<file path="config.mk">
export PLATFORM = sky130hd
export DESIGN_NAME = link_reconnect_backoff_controller
export DESIGN_NICKNAME = d
export VERILOG_FILES = /design/src/rtl/lrbc_pkg.sv /design/src/rtl/link_reconnect_backoff_controller.sv
export SDC_FILE = /design/constraint.sdc
export NUM_CORES = 1
export LEC_CHECK = 0
export ABC_AREA = 1
export BUFFER_PORTS_ARGS = -buffer_cell sky130_fd_sc_hd__buf_2
export CAP_MARGIN = 20
export CORE_ASPECT_RATIO = 1.75
export CORE_MARGIN = 1.5
export CORE_UTILIZATION = 35
export CTS_CLUSTER_DIAMETER = 120
export DETAILED_ROUTE_END_ITERATION = 6
export PLACE_DENSITY = 0.61
export SYNTH_ARGS = -nofsm -noshare
export SYNTH_HDL_FRONTEND = slang
export SYNTH_SLANG_ARGS = --single-unit
</file>
<file path="constraint.sdc">
create_clock -name clk_i -period 8.65 [get_ports clk_i]
set_input_delay 0.865 -clock clk_i [delete_from_list [all_inputs] [get_ports clk_i]]
set_output_delay 0.865 -clock clk_i [all_outputs]
set_load 0.02 [all_outputs]
</file>
<file path="src/rtl/lrbc_pkg.sv">
// package for the link reconnect backoff controller: constants, types, helper functions
`timescale 1ns / 1ps
package lrbc_pkg;

  localparam int unsigned TimeW   = 32;
  localparam int unsigned ChanW   = 8;
  localparam int unsigned ApChanW = 4;
  localparam int unsigned FailW   = 8;
  localparam int unsigned CfgIdxW = 2;

  // configuration register indexes
  localparam logic [CfgIdxW-1:0] CfgTimeout   = 2'd0;
  localparam logic [CfgIdxW-1:0] CfgRetryBase = 2'd1;
  localparam logic [CfgIdxW-1:0] CfgRetryMax  = 2'd2;

  localparam logic [TimeW-1:0] TimeoutReset   = 32'd10000;
  localparam logic [TimeW-1:0] RetryBaseReset = 32'd5000;
  localparam logic [TimeW-1:0] RetryMaxReset  = 32'd300000;

  localparam logic [FailW-1:0]   FailSat   = 8'd255;
  localparam logic [ChanW-1:0]   ApChanMax = 8'd13;
  localparam logic [ApChanW-1:0] ApChanDef = 4'd1;

  typedef struct packed {
    logic               issued;
    logic               active;
    logic [ApChanW-1:0] chan;
  } ap_res_t;

  // access point start: out-of-range channel falls back to the default, skip if already up on it
  function automatic ap_res_t ap_start(input logic [ChanW-1:0] ch_in,
                                       input logic ok,
                                       input logic active,
                                       input logic [ApChanW-1:0] chan);
    ap_res_t r;
    logic [ChanW-1:0] ch;
    ch = ch_in;
    if (ch == '0 || ch > ApChanMax) begin
      ch = ChanW'(ApChanDef);
    end
    r.issued = 1'b0;
    r.active = active;
    r.chan   = chan;
    if (!(active && ch == ChanW'(chan))) begin
      r.issued = 1'b1;
      r.active = ok;
      if (ok) begin
        r.chan = ch[ApChanW-1:0];
      end
    end
    return r;
  endfunction

  // base doubled once per failure beyond the first, capped at max
  function automatic logic [TimeW-1:0] backoff(input logic [TimeW-1:0] base,
                                               input logic [TimeW-1:0] max_ms,
                                               input logic [FailW-1:0] fails);
    logic [FailW-1:0]   sh;
    logic [2*TimeW-1:0] wide;
    logic [TimeW-1:0]   res;
    sh   = (fails > FailW'(1)) ? fails - FailW'(1) : '0;
    wide = {{TimeW{1'b0}}, base} << sh[4:0];
    if (base == '0) begin
      res = '0;
    end else if (sh >= FailW'(TimeW) || wide > {{TimeW{1'b0}}, max_ms}) begin
      res = max_ms;
    end else begin
      res = wide[TimeW-1:0];
    end
    return res;
  endfunction

endpackage

</file>
<file path="src/rtl/link_reconnect_backoff_controller.sv">
// link reconnect controller with exponential backoff, top level
`timescale 1ns / 1ps
// Takes one begin or poll item per clock while the output is not stalled and
// returns one result item for each: the item is captured in an input register,
// the whole decision (link edge, attempt timeout, backoff check, attempt
// launch, access point start) is one pass of logic into the result register,
// and the state is updated in that same cycle so the next item follows right
// behind. The pass is set by the backoff shift and compare feeding the
// elapsed-time compare. A full result register that is stalled holds the input
// register, and the input stalls only then. retry_delay_ms is derived from the
// held failure count and the current retry registers. Configuration writes go
// straight into the three timing registers; write them only while idle.
module link_reconnect_backoff_controller (
  input  logic                          clk_i,
  input  logic                          rst_ni,
  // configuration
  input  logic                          cfg_we_i,
  input  logic [lrbc_pkg::CfgIdxW-1:0]  cfg_idx_i,
  input  logic [lrbc_pkg::TimeW-1:0]    cfg_wdata_i,
  // input items
  input  logic                          in_valid_i,
  output logic                          in_stall_o,
  input  logic                          mode_i,
  input  logic [lrbc_pkg::TimeW-1:0]    now_ms_i,
  input  logic                          link_up_i,
  input  logic                          ssid_set_i,
  input  logic [lrbc_pkg::ChanW-1:0]    scan_channel_i,
  input  logic                          ap_ok_i,
  // result items
  output logic                          out_valid_o,
  input  logic                          out_stall_i,
  output logic                          attempt_started_o,
  output logic                          attempt_failed_o,
  output logic                          link_gained_o,
  output logic                          link_lost_o,
  output logic                          scan_requested_o,
  output logic                          ap_restart_o,
  output logic [lrbc_pkg::ApChanW-1:0]  ap_channel_out_o,
  output logic                          ap_up_o,
  output logic [lrbc_pkg::FailW-1:0]    failure_count_o,
  output logic [lrbc_pkg::TimeW-1:0]    retry_delay_ms_o,
  output logic [lrbc_pkg::ChanW-1:0]    station_channel_out_o
);
  import lrbc_pkg::*;

  // configuration registers
  logic [TimeW-1:0] timeout_q, base_q, max_q;

  // input register
  logic             in_valid_q;
  logic             mode_q, link_q, ssid_q, ok_q;
  logic [TimeW-1:0] now_q;
  logic [ChanW-1:0] scan_q;

  // controller state
  logic               was_linked_q, was_linked_d;
  logic               running_q, running_d;
  logic [TimeW-1:0]   start_time_q, start_time_d;
  logic [TimeW-1:0]   last_time_q, last_time_d;
  logic [FailW-1:0]   fails_q, fails_d;
  logic [1:0]         fails_mod3_q, fails_mod3_d;  // fails_q modulo three
  logic [ChanW-1:0]   router_ch_q, router_ch_d;
  logic               ap_active_q, ap_active_d;
  logic [ApChanW-1:0] ap_chan_q, ap_chan_d;

  // result flags of this pass
  logic started_d, failed_d, gained_d, lost_d, scan_d, ap_d;

  // result register
  logic               out_valid_q;
  logic               started_q, failed_q, gained_q, lost_q, scan_q2, ap_q;

  logic out_ready, advance, in_take;

  assign out_ready  = !out_valid_q || !out_stall_i;
  assign advance    = in_valid_q && out_ready;
  assign in_stall_o = in_valid_q && !out_ready;
  assign in_take    = in_valid_i && !in_stall_o;

  // configuration writes, unknown indexes ignored
  always_ff @(posedge clk_i or negedge rst_ni) begin
    if (!rst_ni) begin
      timeout_q <= TimeoutReset;
      base_q    <= RetryBaseReset;
      max_q     <= RetryMaxReset;
    end else if (cfg_we_i) begin
      case (cfg_idx_i)
        CfgTimeout:   timeout_q <= cfg_wdata_i;
        CfgRetryBase: base_q    <= cfg_wdata_i;
        CfgRetryMax:  max_q     <= cfg_wdata_i;
        default: ;
      endcase
    end
  end

  // input register
  always_ff @(posedge clk_i or negedge rst_ni) begin
    if (!rst_ni) begin
      in_valid_q <= 1'b0;
    end else if (in_take) begin
      in_valid_q <= 1'b1;
    end else if (advance) begin
      in_valid_q <= 1'b0;
    end
  end

  always_ff @(posedge clk_i) begin
    if (in_take) begin
      mode_q <= mode_i;
      now_q  <= now_ms_i;
      link_q <= link_up_i;
      ssid_q <= ssid_set_i;
      scan_q <= scan_channel_i;
      ok_q   <= ap_ok_i;
    end
  end

  // one decision pass
  always_comb begin
    logic    do_launch;
    logic    do_count;
    ap_res_t ap_r;

    was_linked_d = was_linked_q;
    running_d    = running_q;
    start_time_d = start_time_q;
    last_time_d  = last_time_q;
    fails_d      = fails_q;
    fails_mod3_d = fails_mod3_q;
    router_ch_d  = router_ch_q;
    ap_active_d  = ap_active_q;
    ap_chan_d    = ap_chan_q;
    started_d    = 1'b0;
    failed_d     = 1'b0;
    gained_d     = 1'b0;
    lost_d       = 1'b0;
    scan_d       = 1'b0;
    ap_d         = 1'b0;
    do_launch    = 1'b0;
    do_count     = 1'b0;
    ap_r         = '0;

    if (mode_q) begin
      // begin: access point on channel one, then attempt
      ap_r        = ap_start(ChanW'(ApChanDef), ok_q, ap_active_d, ap_chan_d);
      ap_d        = ap_r.issued;
      ap_active_d = ap_r.active;
      ap_chan_d   = ap_r.chan;
      do_launch   = 1'b1;
    end else if (link_q) begin
      if (!was_linked_q) begin
        gained_d     = 1'b1;
        was_linked_d = 1'b1;
        running_d    = 1'b0;
        fails_d      = '0;
        fails_mod3_d = '0;
      end
    end else if (was_linked_q) begin
      // link dropped: forget the router channel and retry at once
      lost_d       = 1'b1;
      was_linked_d = 1'b0;
      running_d    = 1'b0;
      fails_d      = '0;
      fails_mod3_d = '0;
      router_ch_d  = '0;
      do_launch    = 1'b1;
    end else if (running_q) begin
      if (now_q - start_time_q >= timeout_q) begin
        running_d   = 1'b0;
        failed_d    = 1'b1;
        last_time_d = now_q;
        do_count    = 1'b1;
      end
    end else if (now_q - last_time_q >= backoff(base_q, max_q, fails_q)) begin
      do_launch = 1'b1;
    end

    if (do_launch) begin
      last_time_d = now_q;
      if (!ssid_q) begin
        do_count = 1'b1;
      end else begin
        // scan when channel unknown or on every third failure
        if (router_ch_d == '0 || (fails_d != '0 && fails_mod3_d == 2'd0)) begin
          scan_d = 1'b1;
          if (scan_q != '0) begin
            router_ch_d = scan_q;
          end
        end
        if (router_ch_d != '0) begin
          ap_r = ap_start(router_ch_d, ok_q, ap_active_d, ap_chan_d);
        end else if (!ap_active_d) begin
          ap_r = ap_start(ChanW'(ApChanDef), ok_q, ap_active_d, ap_chan_d);
        end else begin
          ap_r = '{issued: 1'b0, active: ap_active_d, chan: ap_chan_d};
        end
        ap_d         = ap_d | ap_r.issued;
        ap_active_d  = ap_r.active;
        ap_chan_d    = ap_r.chan;
        started_d    = 1'b1;
        running_d    = 1'b1;
        start_time_d = now_q;
      end
    end

    // saturating failure count with its residue kept alongside
    if (do_count && fails_d != FailSat) begin
      fails_d      = fails_d + FailW'(1);
      fails_mod3_d = (fails_mod3_d == 2'd2) ? 2'd0 : fails_mod3_d + 2'd1;
    end
  end

  always_ff @(posedge clk_i or negedge rst_ni) begin
    if (!rst_ni) begin
      was_linked_q <= 1'b0;
      running_q    <= 1'b0;
      start_time_q <= '0;
      last_time_q  <= '0;
      fails_q      <= '0;
      fails_mod3_q <= '0;
      router_ch_q  <= '0;
      ap_active_q  <= 1'b0;
      ap_chan_q    <= ApChanDef;
    end else if (advance) begin
      was_linked_q <= was_linked_d;
      running_q    <= running_d;
      start_time_q <= start_time_d;
      last_time_q  <= last_time_d;
      fails_q      <= fails_d;
      fails_mod3_q <= fails_mod3_d;
      router_ch_q  <= router_ch_d;
      ap_active_q  <= ap_active_d;
      ap_chan_q    <= ap_chan_d;
    end
  end

  // result register
  always_ff @(posedge clk_i or negedge rst_ni) begin
    if (!rst_ni) begin
      out_valid_q <= 1'b0;
    end else if (out_ready) begin
      out_valid_q <= in_valid_q;
    end
  end

  always_ff @(posedge clk_i) begin
    if (advance) begin
      started_q             <= started_d;
      failed_q              <= failed_d;
      gained_q              <= gained_d;
      lost_q                <= lost_d;
      scan_q2               <= scan_d;
      ap_q                  <= ap_d;
      ap_channel_out_o      <= ap_chan_d;
      ap_up_o               <= ap_active_d;
      failure_count_o       <= fails_d;
      station_channel_out_o <= router_ch_d;
    end
  end

  assign out_valid_o       = out_valid_q;
  assign attempt_started_o = started_q;
  assign attempt_failed_o  = failed_q;
  assign link_gained_o     = gained_q;
  assign link_lost_o       = lost_q;
  assign scan_requested_o  = scan_q2;
  assign ap_restart_o      = ap_q;
  assign retry_delay_ms_o  = backoff(base_q, max_q, failure_count_o);

  // checks
  a_stall_only_when_full: assert property (@(posedge clk_i) disable iff (!rst_ni)
    in_stall_o |-> (out_valid_o && out_stall_i))
    else $error("input stalled while result register can take an item");

  a_start_fail_exclusive: assert property (@(posedge clk_i) disable iff (!rst_ni)
    out_valid_o |-> !(attempt_started_o && attempt_failed_o))
    else $error("attempt started and failed in one item");

  a_gained_alone: assert property (@(posedge clk_i) disable iff (!rst_ni)
    (out_valid_o && link_gained_o) |->
      (!attempt_started_o && !ap_restart_o && failure_count_o == '0))
    else $error("link gained item carries other activity");

  a_ap_chan_range: assert property (@(posedge clk_i) disable iff (!rst_ni)
    out_valid_o |-> (ap_channel_out_o != '0 && ap_channel_out_o <= ApChanMax[ApChanW-1:0]))
    else $error("access point channel out of range");

  a_lost_clears: assert property (@(posedge clk_i) disable iff (!rst_ni)
    (out_valid_o && link_lost_o) |-> (failure_count_o <= FailW'(1)))
    else $error("failure count not cleared on link loss");

endmodule
</file>
==> impl_metrics.json, run 1 <==
{
  "vias_per_cell": 5.09,
  "layout.nets": 3454,
  "max_freq_mhz": 128,
  "synth-compound-area-share_pct": 16.1,
  "max_slew_margin_pct": 41.0,
  "dieHeight_microns": 330,
  "drt_iter0_markers": 1138,
  "critPathKind": "reg -> reg",
  "seq_area_sq_um": 6840,
  "grt_pass1_wl_microns": 112000,
  "reg2reg_slack_ns": 0.83,
  "critPathMaxStageDelay_ns": 0.50,
  "cp_max_fo": 63,
  "cts_setup_buffers": 0,
  "detail-route-antenna-nets": 0,
  "skew_ns": 0.0336,
  "reg2regPathDepth": 45,
  "pre_cts_slack_ns": 0.590,
  "drc": 0,
  "drv_cap": 0,
  "synth_fa_ha_area_share_pct": 11.7,
  "cp.arrival_ns": 8.35,
  "die_area_sq_um": 62700,
  "rsz0062_at_grt": "no",
  "clk_latency_ns": 0.59,
  "syn_to_final_growth_pct": 10.6,
  "die_x_microns": 190,
  "drv_slew": 0,
  "path_common_cell": "nand2_1",
  "hold_path_class": "in -> async",
  "synthSimpleGateAreaFrac_pct": 27.9,
  "drive_gt1_share_pct": 9.05,
  "start_util_pct": 35.5,
  "post-dp-hpwl_microns": 59300,
  "antenna_found_initial": 1,
  "layout_setup_ws_ns": 0.833,
  "ys_types": 52,
  "seq_area_frac_synth_pct": 32.0,
  "core-area_sq_um": 60300,
  "synth_edf_count": 71,
  "syn_avg_cell_area_sq_um": 6.90,
  "wirelength_microns": 72900,
  "outcome": "completed",
  "firstDrtPassIters": 7,
  "r2r-end": "router_ch_q[3]",
  "syn_area_sq_um": 21400,
  "syn_nets": 3380,
  "grt_pass1_vias": 19841,
  "critPathLaunchType": "flip-flop",
  "place_inst": 3931,
  "async_reset_ff_share_pct": 72.5,
  "gp_congestion": 1.04,
  "overflow": 0,
  "cts_tree": "yes",
  "port_buffers": 143,
  "yosysTopAreaCellShare_pct": 19.7,
  "fillers": 6462,
  "fin_crit_ns": 7.82,
  "ys_ff_latch": 258,
  "synth_cells": 3099,
  "r2r-start": "fails_q[0]",
  "multi_input_area_sq_um": 12600,
  "synth_mux_area_share_pct": 0.374,
  "synthTopCellsByArea": "dfrtp_1 (20%), nand2_1 (15%), ha_1 (11%), edfxtp_1 (10%), o21ai_0 (7.6%)",
  "clock-sinks": 258,
  "setup_viol": 0,
  "required_ns": 9.18,
  "fin_cells": 3980,
  "cts_max_level": 1,
  "endpoint_kind": "flip-flop",
  "wl_per_cell_microns": 18.3,
  "yosysTopAreaCell": "dfrtp_1",
  "grtUsageTotal_pct": 23.4,
  "min_period_over_period_pct": 90.4,
  "fin_setup_tns_ns": 0,
  "synth-main-ff-cell": "dfrtp_1",
  "synth_top_family_by_area": "simple AND/OR/NAND/NOR gates",
  "cts_made_buffers": 26,
  "hold_violations": 0,
  "cp_slowest_cell": "o21ai_0",
  "path_clk_slew_ns": 0.07,
  "tightest_slew_ns": 0.876,
  "fp-row-count": 119,
  "ctsRootBufferMaster": "clkbuf_16",
  "via_count": 20248,
  "synth_warnings": 0,
  "synth_xor_area_share_pct": 2.83,
  "io_pins": 144,
  "clk_path_buf_depth": 3,
  "grt_max_degree": 81
}
==> layout by cell type, fill, tap and decap left out, types with 6 or more instances in the layout <==
cell type,n
o21ai_0,325
nor3_1,26
a31oi_1,10
buf_2,142
or2_2,11
nand3b_1,17
a211oi_1,7
o21a_1,10
nand2_2,8
inv_1,360
ha_1,196
buf_4,20
dfstp_2,19
a21oi_1,180
xnor2_1,17
nand2_1,858
clkbuf_16,27
nand3_1,191
o211ai_1,14
o21bai_1,8
o221ai_1,7
dfrtp_1,168
clkbuf_1,7
mux2i_1,8
xor2_1,52
edfxtp_1,71
nor2_4,6
nor2_2,6
nand4_1,25
nor2_1,241
nor4_1,16
inv_2,13
o21ai_1,64
==> per-stage QoR <==
| step | instance area [sq um] | hold WS (ns) | utilization, % |
|---|---|---|---|
| final | 23700 | 0.277 | 39.2 |
| after detailed placement | 22800 | 0.466 | 37.7 |
| after global placement | 22800 | 0.465 | 37.7 |
| after floorplan | 21400 | 0.449 | - |
| after CTS | 23600 | 0.316 | 39.2 |
| after global routing | 23700 | 0.326 | 39.2 |
==> repair_timing <==
| action | in CTS | in global routing |
|---|---|---|
| hold endpoints to repair | 0 | 0 |
| endpoints found under the setup margin | 0 | 34 |
| gates resized for setup | 0 | 3 |
| hold buffers | 0 | 0 |
==> worst max-delay path, delay by kind of cell (launching register included) <==
| kind | cells | cell delay [ns] |
|---|---|---|
| AND/OR/NAND/NOR | 27 | 3.93 |
| AO/OA/AOI/OAI | 8 | 1.60 |
| buffers and inverters | 7 | 0.90 |
| adder cells (fa/ha/maj) | 3 | 0.89 |
| flip-flops | 1 | 0.38 |
==> registers in the layout, indices dropped and copies added, names as in the netlist, 2 cells and up <==
name,cells
ap_chan_q,4
scan_q,8
station_channel_out_o,8
base_q,32
router_ch_q,8
last_time_q,32
start_time_q,32
failure_count_o,8
fails_mod3_q,2
timeout_q,32
fails_q,8
now_q,32
max_q,32
ap_channel_out_o,4
==> synth_stat cells (7+ instances only) <==
cell,n
buf_2,24
nor4_1,16
nand2_1,860
nand3_1,194
o211ai_1,14
dfstp_2,19
a211oi_1,7
edfxtp_1,71
nand3b_1,17
a31oi_1,10
inv_1,363
o21a_1,10
xnor2_1,17
buf_1,10
nor3_1,27
o21ai_0,325
nand4_1,25
clkbuf_1,69
or2_2,11
inv_2,11
a21oi_1,182
o21ai_1,64
nor2_1,243
nand2_2,7
dfrtp_1,168
o221ai_1,7
o21bai_1,8
buf_6,7
mux2i_1,8
xor2_1,52
buf_4,8
ha_1,196
==> kinds of logic after synthesis <==
family | Yosys count
AND/OR/NAND/NOR | 1425
AO/OA/AOI/OAI | 648
buffers and inverters | 493
flip-flops | 258
adder cells (fa/ha/maj) | 198
XOR/XNOR | 69
multiplexers | 8
==> layer usage <==
metal | GRT usage, % | up-vias | routed length, microns
met3 | 2.22 | 184 | 2480
met4 | 19.9 | 2 | 7040
met1 | 24.1 | 9253 | 27000
met2 | 42.3 | 461 | 36300
met5 | 0 | - | 13
li1 | - | 10348 | -
==> final cells by class <==
type | instances | area share (%)
clock inverter | 10 | 0.576
clock buffer | 38 | 3.20
timing repair buffer | 164 | 3.78
sequential | 258 | 28.9
tap | 786 | 4.16
antenna | 1 | 0.0106
inverter | 375 | 5.98
multi-input combinational | 2348 | 53.4
==> worst max-delay path by stage <==
| stage | start | endpoint | slack, ns | depth (start not counted) |
|---|---|---|---|---|
| after floorplan | fails_q[0] | start_time_q[1] | 2.57 | 44 |
| after global placement | fails_q[0] | ap_chan_q[3] | 0.81 | 44 |
| after detailed placement | fails_q[0] | ap_chan_q[3] | 0.59 | 44 |
| after CTS | fails_q[0] | ap_chan_q[0] | 0.57 | 44 |
| after global routing | fails_q[0] | ap_chan_q[3] | 0.08 | 46 |
| final | fails_q[0] | router_ch_q[3] | 0.83 | 45 |
Power of run 1 is not shown: default switching activity piles up to over one toggle a cycle in this logic, so the estimate is an artifact.
==> inputs of run 2 (changes only) <==
==> constraint.sdc (replaced) <==
create_clock -name clk_i -period 8.65 [get_ports clk_i]
set_input_delay 1.2975 -clock clk_i [delete_from_list [all_inputs] [get_ports clk_i]]
set_output_delay 1.2975 -clock clk_i [all_outputs]
set_load 0.02 [all_outputs]
==> run 2 against run 1 <==
Register-to-register slack improved by 0.13 ns; hold slack improved by 0.21 ns; fmax fell by 2.6%; cell area rose by 0.20%; sequential share of layout area fell by 0.056 points; largest cell class unchanged; cell count barely moved; routed wire length rose by 0.44%; die area did not move; worst setup slack got worse by 0.21 ns; utilization rose by 0.077 points.
==> impl_metrics.json, run 2 (synthesized netlist as in run 1, its figures left out) <==
{
  "vias_per_cell": 5.09,
  "wirelength_microns": 73200,
  "clk_latency_ns": 0.59,
  "io_pins": 144,
  "cts_made_buffers": 27,
  "rsz0062_at_grt": "no",
  "cts_hold_buf": 0,
  "cts_setup_buffers": 0,
  "antenna_found_initial": 1,
  "required_ns": 7.35,
  "gp_congestion": 1.06,
  "clk_path_buf_depth": 3,
  "drt_iter0_markers": 1184,
  "drv_slew": 0,
  "diodes": 0,
  "detail-route-antenna-nets": 0,
  "drv_cap": 0,
  "cp.arrival_ns": 6.73,
  "cp_max_fo": 62,
  "drc": 0,
  "max_freq_mhz": 125,
  "fin_setup_tns_ns": 0,
  "skew_ns": 0.0226,
  "cts_tree": "yes",
  "via_count": 20258,
  "syn_to_final_growth_pct": 10.8,
  "grtUsageTotal_pct": 23.5,
  "grt_pass1_wl_microns": 112000,
  "critPathKind": "reg -> out",
  "setup_viol": 0,
  "critPathMaxStageDelay_ns": 0.55,
  "critPathLaunchType": "flip-flop",
  "port_buffers": 143,
  "layout.nets": 3457,
  "fillers": 6510,
  "start_util_pct": 35.5,
  "tightest_slew_ns": 0.865,
  "fin_crit_ns": 8.03,
  "fp-row-count": 119,
  "overflow": 0,
  "cp_slowest_cell": "mux2i_1",
  "hold_path_class": "reg -> reg",
  "post-dp-hpwl_microns": 59300,
  "outcome": "completed",
  "grt_max_degree": 81,
  "firstDrtPassIters": 7,
  "wl_per_cell_microns": 18.4,
  "drive_gt1_share_pct": 9.29,
  "min_period_over_period_pct": 92.8,
  "path_common_cell": "nand2_1",
  "dieHeight_microns": 330,
  "mostFrequentLayoutCells": "nand2_1 (858), inv_1 (360), o21ai_0 (325)",
  "core-area_sq_um": 60300,
  "max_slew_margin_pct": 41.7,
  "endpoint_kind": "primary output",
  "whs_ns": 0.483,
  "grt_pass1_vias": 19973,
  "die_area_sq_um": 62700,
  "hold_violations": 0,
  "ctsRootBufferMaster": "clkbuf_16",
  "cts_max_level": 1,
  "layout_commonest_cell": "nand2_1",
  "clock-sinks": 258,
  "path_clk_slew_ns": 0.06,
  "die_x_microns": 190
}
run 2: cell types whose count changed in the layout (fill, tap and decap cells not counted), moves of 2 or more:
cell | previous run | this run
clkbuf_1 | 7 | 3
clkinv_2 | 2 | 6
buf_4 | 20 | 22
clkbuf_16 | 27 | 29
run 2: worst paths after layout:
check,from,depth (start not counted),slack (ns),to
max,failure_count_o[0],29,0.62,retry_delay_ms_o[10]
min,max_q[23],2,0.48,max_q[23]
max reg2reg,fails_q[0],45,0.96,router_ch_q[7]
min reg2reg,max_q[23],2,0.48,max_q[23]
max in group asynchronous,rst_ni,2,6.57,timeout_q[28]
min in group asynchronous,rst_ni,1,0.71,ap_chan_q[3]
run 2: area by class of cell:
cell class | instances | area, sq um | share of cell area [%]
Multi-Input combinational cell | 2348 | 12600 | 53.3
Sequential cell | 258 | 6840 | 28.8
Inverter | 375 | 1410 | 5.96
Tap cell | 786 | 983 | 4.15
Timing Repair Buffer | 166 | 910 | 3.84
Clock buffer | 35 | 778 | 3.28
Clock inverter | 15 | 154 | 0.649
run 2: per-stage QoR:
stage | setup WS (ns) | cell area [sq um] | utilization (%) | cells
after floorplan | 2.57 | 21400 | - | 3099
after global placement | 0.804 | 22800 | 37.8 | 3933
after detailed placement | 0.616 | 22800 | 37.8 | 3933
after CTS | 0.569 | 23700 | 39.3 | 3983
after global routing | 0.0511 | 23700 | 39.3 | 3983
final | 0.622 | 23700 | 39.3 | 3983
run 2: critical path, delay by kind of cell (launching register included):
| family | cells | cell delay [ns] |
|---|---|---|
| and+or+nand+nor | 17 | 2.76 |
| buffers and inverters | 4 | 0.51 |
| muxes | 1 | 0.55 |
| DFF | 1 | 0.40 |
| adders and majority gates | 2 | 0.45 |
| AOI/OAI and AO/OA | 5 | 1.43 |
run 2: repair_timing:
item / CTS / global route
endpoints found under the hold margin: 0 / 0
resized for setup: 0 / 2
endpoints found under the setup margin: 0 / 28
run 2: per-layer routing:
metal / up-vias / track usage [%] / routed length, microns
met4: 2 / 18.6 / 6470
met3: 185 / 1.77 / 2400
li1: 10357 / - / -
met1: 9228 / 24.5 / 27400
met5: - / 0 / 13
met2: 486 / 43.1 / 36900
Power of run 2 is left out for the same reason.
==> inputs of run 3 (changes only) <==
--- a/config.mk
+++ b/config.mk
@@ -5,7 +5,6 @@
 export SDC_FILE = /design/constraint.sdc
 export NUM_CORES = 1
 export LEC_CHECK = 0
-export ABC_AREA = 1
 export BUFFER_PORTS_ARGS = -buffer_cell sky130_fd_sc_hd__buf_2
 export CAP_MARGIN = 20
 export CORE_ASPECT_RATIO = 1.75
==> run 3 against run 2 <==
The flow now finishes with violations (DRC); utilization increased by 1.2 points; synthesized cell count fell by 18%; area after synthesis is 1.2% higher; fmax down 2.6%.
==> impl_metrics.json, run 3 <==
{
  "syn_area_sq_um": 21600,
  "dieHeight_microns": 332,
  "mostFrequentLayoutCells": "nand2_1 (328), ha_1 (196), o21ai_0 (195)",
  "yosysMostFrequentCell": "nand2_1",
  "failed_checks": "DRC",
  "setup_viol": 0,
  "drive_gt1_share_pct": 17.5,
  "synth_edf_count": 71,
  "ys_types": 88,
  "core-area_sq_um": 61100,
  "cts_made_buffers": 26,
  "grt_pass1_wl_microns": 122000,
  "wirelength_microns": 81300,
  "max_freq_mhz": 121,
  "die_area_sq_um": 63400,
  "wl_per_cell_microns": 23.3,
  "skew_ns": 0.0282,
  "async_reset_ff_share_pct": 72.5,
  "cts_max_level": 1,
  "outcome": "finished with violations",
  "drc": 7,
  "firstDrtPassIters": 7,
  "clk_latency_ns": 0.57,
  "critPathKind": "reg -> out",
  "max_slew_margin_pct": 25.3,
  "fin_crit_ns": 8.24,
  "syn_nets": 2812,
  "post-dp-hpwl_microns": 65700,
  "synth_fa_ha_area_share_pct": 11.5,
  "ys_ff_latch": 258,
  "start_util_pct": 35.4,
  "cp_max_fo": 28,
  "fillers": 6118,
  "grtUsageTotal_pct": 25.3,
  "synth-compound-area-share_pct": 22.6,
  "synthTopCellsByArea": "dfrtp_1 (19%), ha_1 (11%), edfxtp_1 (9.9%), nand2_1 (5.7%), mux2_2 (4.8%)",
  "tightest_slew_ns": 1.12,
  "routed.top_layer": "met4",
  "cts_tree": "yes",
  "yosysTopAreaCell": "dfrtp_1",
  "overflow": 0,
  "seq_area_frac_synth_pct": 31.6,
  "ctsRootBufferMaster": "clkbuf_16",
  "required_ns": 7.35,
  "diodes": 0,
  "pre_cts_slack_ns": 0.0883,
  "synth_warnings": 0,
  "layout.nets": 2960,
  "yosysTopAreaCellShare_pct": 19.4,
  "synth_cells": 2531,
  "m1WireLength_microns": 30200,
  "hold_path_class": "reg -> reg",
  "cp_slowest_cell": "or4_1",
  "drv_slew": 0,
  "drv_cap": 0,
  "path_clk_slew_ns": 0.07,
  "drt_iter0_markers": 1412,
  "port_buffers": 143,
  "antenna_found_initial": 2,
  "ys_top_cells_by_count": "nand2_1 (328), ha_1 (196), o21ai_0 (196), a21oi_1 (180), inv_1 (173)",
  "cp.arrival_ns": 6.94,
  "path_common_cell": "o21ai_0",
  "grt_max_degree": 69,
  "clock-sinks": 258,
  "synth_xor_area_share_pct": 3.00,
  "hold_violations": 0,
  "synth-main-ff-cell": "dfrtp_1",
  "dr_wl_met2_microns": 42600,
  "grt_pass1_vias": 20334,
  "min_period_over_period_pct": 95.3,
  "fin_setup_tns_ns": 0,
  "syn_avg_cell_area_sq_um": 8.55,
  "layout_commonest_cell": "nand2_1",
  "via_count": 20238,
  "syn_to_final_growth_pct": 14.4,
  "fp-row-count": 120,
  "critPathMaxStageDelay_ns": 0.52,
  "critPathLaunchType": "flip-flop",
  "synth_mux_area_share_pct": 9.38,
  "dr_wl_met3_microns": 2950,
  "endpoint_kind": "primary output",
  "detail-route-antenna-nets": 0,
  "finalCoreUtilization_pct": 40.5,
  "gp_congestion": 0.978,
  "io_pins": 144,
  "synthSimpleGateAreaFrac_pct": 16.2,
  "layout_setup_ws_ns": 0.410,
  "die_x_microns": 191,
  "clk_path_buf_depth": 3,
  "synth_top_family_by_area": "compound AO/OA/AOI/OAI gates",
  "vias_per_cell": 5.80
}
==> run 3: changes by cell type in the layout (fill, tap and decap cells not counted), sizes merged, moves of 80 or more <==
cell,before,now
nand2,871,329
inv,377,175
o21ai,392,196
nand3,196,39
mux2,0,96
nor2,253,158
buf,165,258
mux2i,8,88
==> run 3: per-layer routing <==
layer,GRT usage [%],up-vias
li1,-,9562
met1,27.3,9790
met2,47.3,664
met3,1.73,222
met4,15.3,0
met5,0,-
==> run 3: final timing paths <==
path	slack, ns	depth (start not counted)	startpoint	to
min in group asynchronous	0.71	1	rst_ni	start_time_q[8]
max	0.41	25	failure_count_o[0]	retry_delay_ms_o[6]
min	0.50	1	in_valid_q	out_valid_o
min reg2reg	0.50	1	in_valid_q	out_valid_o
max in group asynchronous	6.53	2	rst_ni	last_time_q[26]
max reg2reg	0.44	37	fails_q[0]	fails_q[0]
==> run 3: kinds of logic after synthesis <==
family / after synthesis
xor+xnor: 74
fa+ha+maj: 198
compound gates: 748
mux: 187
buf+inv: 312
simple gates: 754
flops: 258
==> run 3: stage by stage <==
| stage | area [sq um] | hold slack [ns] | std cells |
|---|---|---|---|
| after floorplan | 21600 | 0.456 | 2531 |
| after global placement | 23800 | 0.468 | 3442 |
| after detailed placement | 23800 | 0.484 | 3442 |
| after CTS | 24700 | 0.497 | 3490 |
| after global routing | 24800 | 0.535 | 3492 |
| final | 24800 | 0.495 | 3492 |
==> run 3: final cells by class <==
type / count / area (sq um) / area share, %
clock inverter: 12 / 160 / 0.647
clock buffer: 36 / 759 / 3.07
tap: 793 / 992 / 4.01
multi-input combinational: 1961 / 13700 / 55.4
sequential: 258 / 6840 / 27.6
timing repair buffer: 259 / 1640 / 6.64
inverter: 173 / 649 / 2.62
==> run 3: worst max-delay path: cells and delay by family (launching register included) <==
| kind | cells | cell delay, ns |
|---|---|---|
| flops | 1 | 0.39 |
| mux | 1 | 0.46 |
| buf+inv | 4 | 0.81 |
| fa+ha+maj | 2 | 0.56 |
| compound gates | 13 | 2.52 |
| simple gates | 5 | 1.59 |
==> run 3: repair_timing <==
action	in CTS	in global routing
buffers inserted	0	1
resized for setup	0	13
endpoints found under the hold margin	0	0
endpoints found under the setup margin	0	112
hold buffers	0	0
Power of run 3 is left out for the same reason.
